$ cat config.mk
export PLATFORM = sky130hd
export DESIGN_NAME = md5_stream_hasher
export DESIGN_NICKNAME = d
export VERILOG_FILES = /design/src/rtl/md5_pkg.sv /design/src/rtl/md5_stream_hasher.sv
export SDC_FILE = /design/constraint.sdc
export NUM_CORES = 2
export LEC_CHECK = 0
export BUFFER_PORTS_ARGS = -buffer_cell sky130_fd_sc_hd__buf_2
export CAP_MARGIN = 20
export CORE_UTILIZATION = 58
export DETAILED_ROUTE_END_ITERATION = 12
export PLACE_DENSITY = 0.81
export SYNTH_ARGS = -nofsm -noshare
export SYNTH_HDL_FRONTEND = slang
export SYNTH_SLANG_ARGS = --single-unit
$ cat constraint.sdc
create_clock -name i_clk -period 9.4 [get_ports i_clk]
set_input_delay 1.88 -clock i_clk [delete_from_list [all_inputs] [get_ports i_clk]]
set_output_delay 1.88 -clock i_clk [all_outputs]
set_load 0.02 [all_outputs]
$ cat src/rtl/md5_pkg.sv
// Package with MD5 constants, tables and the controller state type.
package md5_pkg;

    localparam int unsigned BlockBytes = 64;
    localparam int unsigned CountWidth = 61;

    localparam logic [31:0] InitA = 32'h67452301;
    localparam logic [31:0] InitB = 32'hefcdab89;
    localparam logic [31:0] InitC = 32'h98badcfe;
    localparam logic [31:0] InitD = 32'h10325476;
    localparam logic [7:0]  PadByte = 8'h80;

    typedef enum logic [2:0] {
        ST_IDLE,
        ST_PAD,
        ST_LOAD,
        ST_ROUND,
        ST_FOLD,
        ST_EMIT
    } t_state;

    // Round constants, one per round.
    function automatic logic [31:0] round_const(input logic [5:0] i);
        logic [31:0] k [64];
        k = '{
            32'hd76aa478, 32'he8c7b756, 32'h242070db, 32'hc1bdceee,
            32'hf57c0faf, 32'h4787c62a, 32'ha8304613, 32'hfd469501,
            32'h698098d8, 32'h8b44f7af, 32'hffff5bb1, 32'h895cd7be,
            32'h6b901122, 32'hfd987193, 32'ha679438e, 32'h49b40821,
            32'hf61e2562, 32'hc040b340, 32'h265e5a51, 32'he9b6c7aa,
            32'hd62f105d, 32'h02441453, 32'hd8a1e681, 32'he7d3fbc8,
            32'h21e1cde6, 32'hc33707d6, 32'hf4d50d87, 32'h455a14ed,
            32'ha9e3e905, 32'hfcefa3f8, 32'h676f02d9, 32'h8d2a4c8a,
            32'hfffa3942, 32'h8771f681, 32'h6d9d6122, 32'hfde5380c,
            32'ha4beea44, 32'h4bdecfa9, 32'hf6bb4b60, 32'hbebfbc70,
            32'h289b7ec6, 32'heaa127fa, 32'hd4ef3085, 32'h04881d05,
            32'hd9d4d039, 32'he6db99e5, 32'h1fa27cf8, 32'hc4ac5665,
            32'hf4292244, 32'h432aff97, 32'hab9423a7, 32'hfc93a039,
            32'h655b59c3, 32'h8f0ccc92, 32'hffeff47d, 32'h85845dd1,
            32'h6fa87e4f, 32'hfe2ce6e0, 32'ha3014314, 32'h4e0811a1,
            32'hf7537e82, 32'hbd3af235, 32'h2ad7d2bb, 32'heb86d391
        };
        return k[i];
    endfunction

    // Left rotate amount for a round.
    function automatic logic [4:0] rot_amount(input logic [5:0] i);
        logic [4:0] s [16];
        s = '{5'd7, 5'd12, 5'd17, 5'd22, 5'd5, 5'd9, 5'd14, 5'd20,
              5'd4, 5'd11, 5'd16, 5'd23, 5'd6, 5'd10, 5'd15, 5'd21};
        return s[{i[5:4], i[1:0]}];
    endfunction

    // Message word index used by a round.
    function automatic logic [3:0] word_sel(input logic [5:0] i);
        logic [3:0] g;
        case (i[5:4])
            2'd0: g = i[3:0];
            2'd1: g = 4'(i[3:0] * 4'd5 + 4'd1);
            2'd2: g = 4'(i[3:0] * 4'd3 + 4'd5);
            default: g = 4'(i[3:0] * 4'd7);
        endcase
        return g;
    endfunction

endpackage

$ cat src/rtl/md5_stream_hasher.sv
// MD5 hasher: byte store in a memory, one round per cycle from a word memory.
// Absorb requests are taken while idle; a block-closing byte adds a copy of the
// byte store into the word memory, the 64 rounds and a fold.
// A finish request writes pad bytes one per cycle, runs one or two compressions,
// then emits four digest words.
// Reset (synchronous, active low) restores the initial chaining words and
// clears the byte count; the byte store needs no clearing.
module md5_stream_hasher (
    input  logic        i_clk,
    input  logic        i_rst_n,
    input  logic        i_valid,
    output logic        o_ready,
    input  logic        i_command,
    input  logic [7:0]  i_data_byte,
    output logic        o_valid,
    input  logic        i_ready,
    output logic [31:0] o_digest_word,
    output logic [1:0]  o_word_index,
    output logic        o_last_word
);

    md5_pkg::t_state r_state, n_state;

    // Byte store and word memory, each with a registered read.
    logic [7:0]  r_bytes [md5_pkg::BlockBytes];
    logic [31:0] r_words [16];
    logic [31:0] r_word_q;

    logic [md5_pkg::CountWidth-1:0] r_count;
    logic [31:0] r_a, r_b, r_c, r_d;
    logic [31:0] r_h [4];
    logic [6:0]  r_step;     // load/round/pad step counter
    logic [5:0]  r_pad_ptr;
    logic        r_final;    // this compression ends a finish
    logic        r_len_done; // the length has been placed in the block
    logic [1:0]  r_emit;
    logic [31:0] r_word_acc;

    logic        w_acc;
    logic        w_byte_we;
    logic [5:0]  w_byte_addr;
    logic [7:0]  w_byte_data;
    logic [63:0] w_bits;
    logic [5:0]  w_round;
    logic [31:0] w_f, w_sum, w_rot;
    logic [4:0]  w_sh;

    assign w_acc   = i_valid && o_ready;
    assign w_bits  = {r_count, 3'b000};
    assign w_round = r_step[5:0];

    // Next state. A pad byte that lands in the last slot closes the block
    // at once, so the store goes straight to the copy.
    always_comb begin
        n_state = r_state;
        case (r_state)
            md5_pkg::ST_IDLE: begin
                if (w_acc) begin
                    if (r_count[5:0] == 6'd63) n_state = md5_pkg::ST_LOAD;
                    else if (i_command) n_state = md5_pkg::ST_PAD;
                end
            end
            md5_pkg::ST_PAD:
                if (r_pad_ptr == 6'd63) n_state = md5_pkg::ST_LOAD;
            md5_pkg::ST_LOAD:
                if (r_step == 7'd67) n_state = md5_pkg::ST_ROUND;
            md5_pkg::ST_ROUND:
                if (r_step == 7'd63) n_state = md5_pkg::ST_FOLD;
            md5_pkg::ST_FOLD: begin
                if (!r_final) n_state = md5_pkg::ST_IDLE;
                else if (r_len_done) n_state = md5_pkg::ST_EMIT;
                else n_state = md5_pkg::ST_PAD;
            end
            md5_pkg::ST_EMIT:
                if (i_ready && r_emit == 2'd3) n_state = md5_pkg::ST_IDLE;
            default: n_state = md5_pkg::ST_IDLE;
        endcase
    end

    // Handshake outputs and byte store write port.
    always_comb begin
        o_ready     = (r_state == md5_pkg::ST_IDLE);
        o_valid     = (r_state == md5_pkg::ST_EMIT);
        w_byte_we   = 1'b0;
        w_byte_addr = r_count[5:0];
        w_byte_data = i_data_byte;
        case (r_state)
            md5_pkg::ST_IDLE: begin
                w_byte_we   = w_acc;
                w_byte_data = i_command ? md5_pkg::PadByte : i_data_byte;
            end
            md5_pkg::ST_PAD: begin
                w_byte_we   = 1'b1;
                w_byte_addr = r_pad_ptr;
                w_byte_data = 8'h00;
                if (r_pad_ptr >= 6'd56 && r_len_done == 1'b0 && r_step[0])
                    w_byte_data = w_bits[8*(r_pad_ptr[2:0]) +: 8];
            end
            default: w_byte_addr = r_step[5:0];
        endcase
    end

    assign o_digest_word = r_h[r_emit];
    assign o_word_index  = r_emit;
    assign o_last_word   = (r_emit == 2'd3);

    // Round datapath.
    always_comb begin
        case (w_round[5:4])
            2'd0: w_f = r_d ^ (r_b & (r_c ^ r_d));
            2'd1: w_f = r_c ^ (r_d & (r_b ^ r_c));
            2'd2: w_f = r_b ^ r_c ^ r_d;
            default: w_f = r_c ^ (r_b | ~r_d);
        endcase
        w_sum = r_a + w_f + r_word_q + md5_pkg::round_const(w_round);
        w_sh  = md5_pkg::rot_amount(w_round);
        w_rot = (w_sum << w_sh) | (w_sum >> (6'd32 - {1'b0, w_sh}));
    end

    // Memories.
    logic [7:0] r_byte_q;
    always_ff @(posedge i_clk) begin
        if (w_byte_we) r_bytes[w_byte_addr] <= w_byte_data;
        r_byte_q <= r_bytes[w_byte_addr];
        if (r_state == md5_pkg::ST_LOAD && r_step >= 7'd1 && r_step[1:0] == 2'd0)
            r_words[4'(r_step[5:2] - 4'd1)] <= {r_byte_q, r_word_acc[31:8]};
        r_word_q <= r_words[(r_state == md5_pkg::ST_ROUND)
                            ? md5_pkg::word_sel(6'(w_round + 6'd1))
                            : md5_pkg::word_sel(6'd0)];
    end

    // Control and chaining registers.
    always_ff @(posedge i_clk) begin
        if (!i_rst_n) begin
            r_state    <= md5_pkg::ST_IDLE;
            r_count    <= '0;
            r_h[0]     <= md5_pkg::InitA;
            r_h[1]     <= md5_pkg::InitB;
            r_h[2]     <= md5_pkg::InitC;
            r_h[3]     <= md5_pkg::InitD;
            r_step     <= '0;
            r_pad_ptr  <= '0;
            r_final    <= 1'b0;
            r_len_done <= 1'b0;
            r_emit     <= '0;
        end else begin
            r_state <= n_state;
            case (r_state)
                md5_pkg::ST_IDLE: begin
                    // Pad with the length only if it fits.
                    r_step <= w_acc ? {6'd0, (r_count[5:0] < 6'd56)} : 7'd0;
                    if (w_acc) begin
                        r_final    <= i_command;
                        r_len_done <= 1'b0;
                        r_pad_ptr  <= 6'(r_count[5:0] + 6'd1);
                        if (!i_command) r_count <= r_count + 1'b1;
                    end
                end
                md5_pkg::ST_PAD: begin
                    r_pad_ptr <= r_pad_ptr + 6'd1;
                    if (r_pad_ptr == 6'd63) begin
                        if (r_step[0]) r_len_done <= 1'b1;
                        r_step <= '0;
                    end
                end
                md5_pkg::ST_LOAD: begin
                    // Byte reads are registered, so data arrives the cycle after its address.
                    r_word_acc <= {r_byte_q, r_word_acc[31:8]};
                    r_step <= (r_step == 7'd67) ? 7'd0 : r_step + 7'd1;
                    r_a <= r_h[0];
                    r_b <= r_h[1];
                    r_c <= r_h[2];
                    r_d <= r_h[3];
                end
                md5_pkg::ST_ROUND: begin
                    r_a <= r_d;
                    r_d <= r_c;
                    r_c <= r_b;
                    r_b <= r_b + w_rot;
                    r_step <= r_step + 7'd1;
                end
                md5_pkg::ST_FOLD: begin
                    r_h[0] <= r_h[0] + r_a;
                    r_h[1] <= r_h[1] + r_b;
                    r_h[2] <= r_h[2] + r_c;
                    r_h[3] <= r_h[3] + r_d;
                    r_step <= 7'd1;   // second pad pass carries the length
                    r_pad_ptr <= '0;
                    r_emit <= '0;
                end
                md5_pkg::ST_EMIT: begin
                    if (i_ready) begin
                        r_emit <= r_emit + 2'd1;
                        if (r_emit == 2'd3) begin
                            r_h[0]  <= md5_pkg::InitA;
                            r_h[1]  <= md5_pkg::InitB;
                            r_h[2]  <= md5_pkg::InitC;
                            r_h[3]  <= md5_pkg::InitD;
                            r_count <= '0;
                        end
                    end
                end
                default: r_step <= '0;
            endcase
        end
    end

endmodule
* Word level (Yosys, flattened, before mapping)
Memory sizes are Yosys's and may differ from the RTL's. A register that Yosys moved wholly into a read port is not among the register bits. Cells that the tools add are included.
Cells by class: bitwise gates (word level) 23, equality and inequality tests 24, multipliers 3, $lt $le $gt $ge 5, shift-type cells 3, reductions and logical operators 24, muxes and demuxes 66, add/subtract/negate cells 18
Operator list (count):
- $mux W32 | 10
- $add A32 B32 Y32 | 8
- $pmux W32 S2 | 4
- $mux W61 | 4
- $xor A32 B32 Y32 | 6
- $pmux W61 S2 | 1
- $pmux W32 S3 | 1
- $and A32 B32 Y32 | 2
- $or A32 B32 Y32 | 2
- $shiftx A64 B7 Y8 | 1
- $add A61 B1 Y61 const B | 1
- $pmux W7 S6 | 1
- $not A32 Y32 | 1
- $shl A32 B5 Y32 | 1
- $shr A32 B6 Y32 | 1
- $mux W3 | 9
- $add A6 B1 Y6 const B | 3
- $pmux W3 S6 | 1
- $pmux W6 S3 | 1
- $mux W1 | 17
- $mux W8 | 2
- $pmux W8 S2 | 1
- $mux W7 | 2
- $eq A6 B6 Y1 const B | 2
- 44 further kinds | 84
Word-level totals: memories 5, output and inout port bits 37, logic and storage cells 183, bits in registers 241, bits in read-only memories 2128, bits in writable memories 1152, bits of input ports 13
Memories:
- (no name shown) | depth 64, bits a word 32, read ports 1, clocked after Yosys merged registers in 0, write ports 0, RTL line md5_pkg.sv:43 | return k[i];
- r_bytes | depth 64, bits a word 8, read ports 1, clocked after Yosys merged registers in 1, write ports 1, RTL line md5_stream_hasher.sv:25 | logic [7:0] r_bytes [md5_pkg::BlockBytes];
- r_words | depth 16, bits a word 32, read ports 1, clocked after Yosys merged registers in 1, write ports 1, RTL line md5_stream_hasher.sv:26 | logic [31:0] r_words [16];
- r_h | depth 4, bits a word 32, read ports 5, clocked after Yosys merged registers in 1, write ports 4, RTL line md5_stream_hasher.sv:31 | logic [31:0] r_h [4];
- (no name shown) | depth 16, bits a word 5, read ports 1, clocked after Yosys merged registers in 0, write ports 0, RTL line md5_pkg.sv:51 | return s[{i[5:4], i[1:0]}];

* Longest topological paths before layout
word-level depth 11, mapped depth 42, mapped depth without buffers 39

* Worst setup path before layout
No wires, ideal clock.
path type flip-flop to flip-flop, from register r_step[0], to register r_b[31] (data pin), cell stages (with the launch flop) 39, path buffers 5, setup time 0.260 ns, path slack 0.103 ns, required time 9.140 ns, period minus slack after synthesis 9.297 ns, arrival 9.037 ns, cells stage by stage dfxtp_1 -> clkbuf_1 -> clkinv_1 -> ha_1 -> clkbuf_1 -> nor2_1 -> o21ai_0 -> o21ai_0 -> mux4_2 -> fa_1 -> inv_1 -> ha_1 -> buf_6 -> a21oi_2 -> o211ai_2 -> and3_4 -> or2_0 -> buf_2 -> [... 3 more ...] -> buf_6 -> mux4_2 -> nand2_1 -> o21ai_2 -> a211o_1 -> ha_1 -> and3_1 -> a22o_1 -> o211a_1 -> a211oi_1 -> a211oi_1 -> a41o_1 -> o21ai_1 -> nand2b_1 -> a21o_1 -> o41ai_1 -> xor3_1 -> mux2_2
Between the ends: longest elaborated chain between the ends 9, elaborated cells between the ends (all ways) 15, classes of those cells add/sub: 3; shift: 2; mux: 5; bitwise: 3; memory: 2
RTL lines:
- from (decl) | RTL line md5_stream_hasher.sv:32 | logic [6:0] r_step;
- from (signal assigned) | RTL line md5_stream_hasher.sv:151 | r_step <= w_acc ? {6'd0, (r_count[5:0] < 6'd56)} : 7'd0;
- from (signal assigned) | RTL line md5_stream_hasher.sv:169 | r_step <= (r_step == 7'd67) ? 7'd0 : r_step + 7'd1;
- from (signal assigned) | RTL line md5_stream_hasher.sv:180 | r_step <= r_step + 7'd1;
- $not A6 Y7 (not written as such) / $not A4 Y5 (equally long branches) | RTL line md5_pkg.sv:43, md5_pkg.sv:51
- $mem_v2 Z64 W32 / $mem_v2 Z16 W5 (equally long branches)
- $mux W32 (not written as such) / $mux W5 (equally long branches) (2 in series) | RTL line md5_pkg.sv:43, md5_pkg.sv:51
- $add A32 B32 Y32 / $sub A6 B5 Y6 (equally long branches) | RTL line md5_stream_hasher.sv:115, md5_stream_hasher.sv:117
- $shr A32 B6 Y32 / $shl A32 B5 Y32 (equally long branches) | RTL line md5_stream_hasher.sv:117 | w_rot = (w_sum << w_sh) | (w_sum >> (6'd32 - {1'b0, w_sh}));
- $or A32 B32 Y32 * | RTL line md5_stream_hasher.sv:117
- $add A32 B32 Y32 * | RTL line md5_stream_hasher.sv:179 | r_b <= r_b + w_rot;
- $pmux W32 S2 * | RTL line md5_stream_hasher.sv:148 | case (r_state)
- to (signal assigned) | RTL line md5_stream_hasher.sv:171 | r_b <= r_h[1];
- to (signal assigned) | RTL line md5_stream_hasher.sv:179
- to (decl) | RTL line md5_stream_hasher.sv:30 | logic [31:0] r_a, r_b, r_c, r_d;
Mark *: on every way between the ends. The rest lies on a longest branch, timed or not. The select of a mux whose other input is x is not followed. A chain may end at the register's enable or synchronous reset.

* Final worst setup path
from register r_step[1], to register r_b[31] (data pin)
Same word-level chain as after synthesis.

==> flow_summary.yaml <==
synth:
  syn_nets: 6977
  synth.most_common_cell: "sky130_fd_sc_hd__edfxtp_1"
  area_leader_netlist: "sky130_fd_sc_hd__edfxtp_1"
  synthesis.yosys.warnings: 0
  synth.top_cell.area_share_pct: 49.9
  synthCells: 6682
  syn_area_per_cell_um2: 11.2
  synth_top_flop_cell: "sky130_fd_sc_hd__edfxtp_1"
  async_reset_ff_share_pct: 0
  netlist_area_before_placement_um2: 74700
  number_of_distinct_library_cells_after_synthesis: 99
  ys_ff_latch: 1427
  ys_seq_area_share_pct: 54.9
  synth_commonest_cells: "sky130_fd_sc_hd__edfxtp_1 (1240), sky130_fd_sc_hd__nand2_1 (975), sky130_fd_sc_hd__nor2_1 (474), sky130_fd_sc_hd__a21oi_1 (458), sky130_fd_sc_hd__o21ai_0 (322)"
  synthTopCellsByArea: "sky130_fd_sc_hd__edfxtp_1 (50%), sky130_fd_sc_hd__dfxtp_1 (5.0%), sky130_fd_sc_hd__nand2_1 (4.9%)"
  synth_edf_count: 1240
power_and_ir_drop:
  report.power.total_uw: 24200
  worst_voltage_drop_across_the_vdd_grid_mv: 0.216
  power.density_cell_area_nw_per_um2: 287
  cellLeakagePower_uw: 0.0311
timing:
  least_margin_pin_slew_ns: 1.17
  finalHoldViolations: 0
  max_freq_ghz: 0.111
  finClkSkew_ns: 0.0380
  final_setup_violation_count: 0
  max_slew_margin_pct: 21.8
  timing.final.crit_period_ns: 8.98
  finalMaxSlewViolations: 0
  final_min_period_over_clock_period_pct: 95.6
cells_and_area:
  final_nets: 7201
  layout-drive-gt1-share_pct: 13.9
  layout_stage_area_growth_over_the_synthesis_result_pct: 13.0
  final-instance-count-excl-fill: 8694
  layout.core_utilization_pct: 66.1
  finalInstanceArea_um2: 84400
grt:
  grt_overflow_total: 0
  first_global_vias: 56937
  grtUsageTotal_pct: 36.0
  number_of_antenna_violations_at_the_first_check_in_global_routing: 8
  grt_first_pass_wirelength_um: 353000
  pin_count_of_the_biggest_net_entering_global_routing: 154
critical_path:
  rrSetupSlack_ns: 0.42
  cp_max_fo: 7
  critical-path-top-cell-by-count: "sky130_fd_sc_hd__buf_4"
  timing.critical_path.arrival_ns: 9.54
  cpPeakStageDelay_ns: 0.53
  critical_path.slowest_cell: "sky130_fd_sc_hd__fa_1"
  setup.worst_path.class: "reg -> reg"
  nature_of_the_critical_path_endpoint: "flop"
  timing.critical_path.required_ns: 9.95
  setup.worst_path.start_class: "flop"
floorplan:
  die_height_um: 361
  core_area_um2: 128000
  placementRows: 131
  fp.dieArea_um2: 130000
  ioPinCount: 50
  start_util_pct: 58.5
  dieWidth_um: 361
cts:
  cts.root.buffer_cell: "sky130_fd_sc_hd__clkbuf_16"
  clk_transition_reported_paths_ns: 0.06
  clk_latency_ns: 0.81
  numCtsBuffers: 146
  ctsLongestPathBuffers: 3
  cts.sinks: 1427
  hold_buffers: 0
  htree_levels: 4
  tritoncts: "done"
drt:
  routedLengthMet1_um: 87000
  top_signal_layer_used: "met5"
  drt_drc_violations_left: 0
  drt-vias-per-instance: 6.73
  wl_met3_um: 25500
  number_of_vias_after_detailed_routing: 58513
  dr_wl_met2_um: 110000
  firstDrtPassIters: 8
  initialDrtViolationCount: 8693
  postRouteWirelength_um: 238000
  drt-wirelength-per-cell_um: 27.3
  detail-route-antenna-nets: 0
placed_design:
  dpl-instance-area_um2: 79100
  post-dp-hpwl_um: 155000
  place_congestion: 1.04
  dp.cells: 8413
  number_of_i_o_port_buffers: 49
run:
  cap_violations: 0
run_status:
  run_status: "complete, no violations"
hold_path:
  type_of_the_tightest_min_delay_check: "reg -> reg"
-- per-layer routing --
layer  track usage [%]  vias to the layer above
met3              7.16                      811
met5                 0                        -
li1                  -                    25471
met4              20.6                        4
met1              46.3                    28372
met2              57.1                     3855
-- worst paths after layout --
check	startpoint	to	depth (start not counted)
hold / removal	r_h[0][17]	r_h[0][17]	2
hold reg to reg	r_h[0][17]	r_h[0][17]	2
setup reg to reg	r_step[1]	r_b[31]	43
setup / recovery	r_step[1]	r_b[31]	43
-- through the flow --
stage	setup WS, ns	setup TNS, ns	hold slack [ns]
floorplan	0.103	0	0.452
global route	-0.0572	-0.136	0.510
finish	0.418	0	0.493
CTS	0.0108	0	0.491
detailed placement	0.0168	0	0.479
global placement	0.148	0	0.465
-- cells by family (layout without fill, tap and decap cells) --
kind of cell    Yosys count  after routing  synth area share (%)
mux                     326            326                  6.07
buf+inv                 575            921                  2.99
simple gates           2040           2040                  12.0
xor+xnor                258            258                  3.07
compound gates         1772           1772                  15.5
flops                  1427           1427                  54.9
fa+ha+maj               284            284                  5.46
other cells               0              4                     0
-- report_power, final --
part / switching [µW] / total (µW) / internal [µW]
Combinational: 6330 / 10600 / 4260
Clock: 2530 / 6010 / 3470
Sequential: 222 / 7590 / 7370
Total: 9080 / 24200 / 15100
-- state kept, by name (all words and copies together) (netlist names), 8 cells and up, named ones only --
name and flops:
r_words 512, r_word_q 32, r_byte_q 8, r_h 128
r_d 32, r_bytes 512, r_c 32, r_word_acc 24
r_a 32, r_b 32, r_count 61
-- cell type report --
class                      count  area [µm²]
antenna                        4        10.0
clock buffer                 194        4040
clock inverter                76         946
fill                        9199       43300
inverter                     194         732
multi-input combinational   4680       32000
sequential                  1427       41000
tap                         1662        2080
timing repair buffer         457        3550
-- critical path: cells and delay by family (launching register included) --
| kind | cells | cell delay, ns |
|---|---|---|
| flip-flops | 1 | 0.37 |
| AND/OR/NAND/NOR | 3 | 0.32 |
| AO/OA/AOI/OAI | 20 | 4.06 |
| multiplexers | 5 | 1.06 |
| buffers and inverters | 10 | 1.39 |
| XOR/XNOR | 1 | 0.29 |
| adder cells (fa/ha/maj) | 4 | 1.22 |
-- cell usage in the layout (no fill, tap or decap), drive strengths merged, types with 36 or more instances in the layout --
master / count
nand2: 975
fa: 70
o21ai: 330
clkbuf: 196
a22oi: 117
a21oi: 461
xnor2: 144
nor3: 86
nor2: 474
a221oi: 54
mux2i: 208
clkinv: 54
a211oi: 194
a311oi: 43
o21a: 41
nand3: 131
xor2: 113
ha: 212
nand4: 38
edfxtp: 1240
mux4: 99
buf: 454
and3: 47
and2: 91
inv: 196
a31oi: 112
nor2b: 40
a21o: 96
or3: 36
dfxtp: 187
o211ai: 71
or2: 45
-- timing repair --
item / in CTS / in global routing
setup buffers: 0 / 5
gates cloned: 0 / 2
pin swaps: 0 / 15
endpoints found under the setup margin: 2 / 7
resized for setup: 3 / 46
No activity file was read; power rests on OpenSTA's default activity.
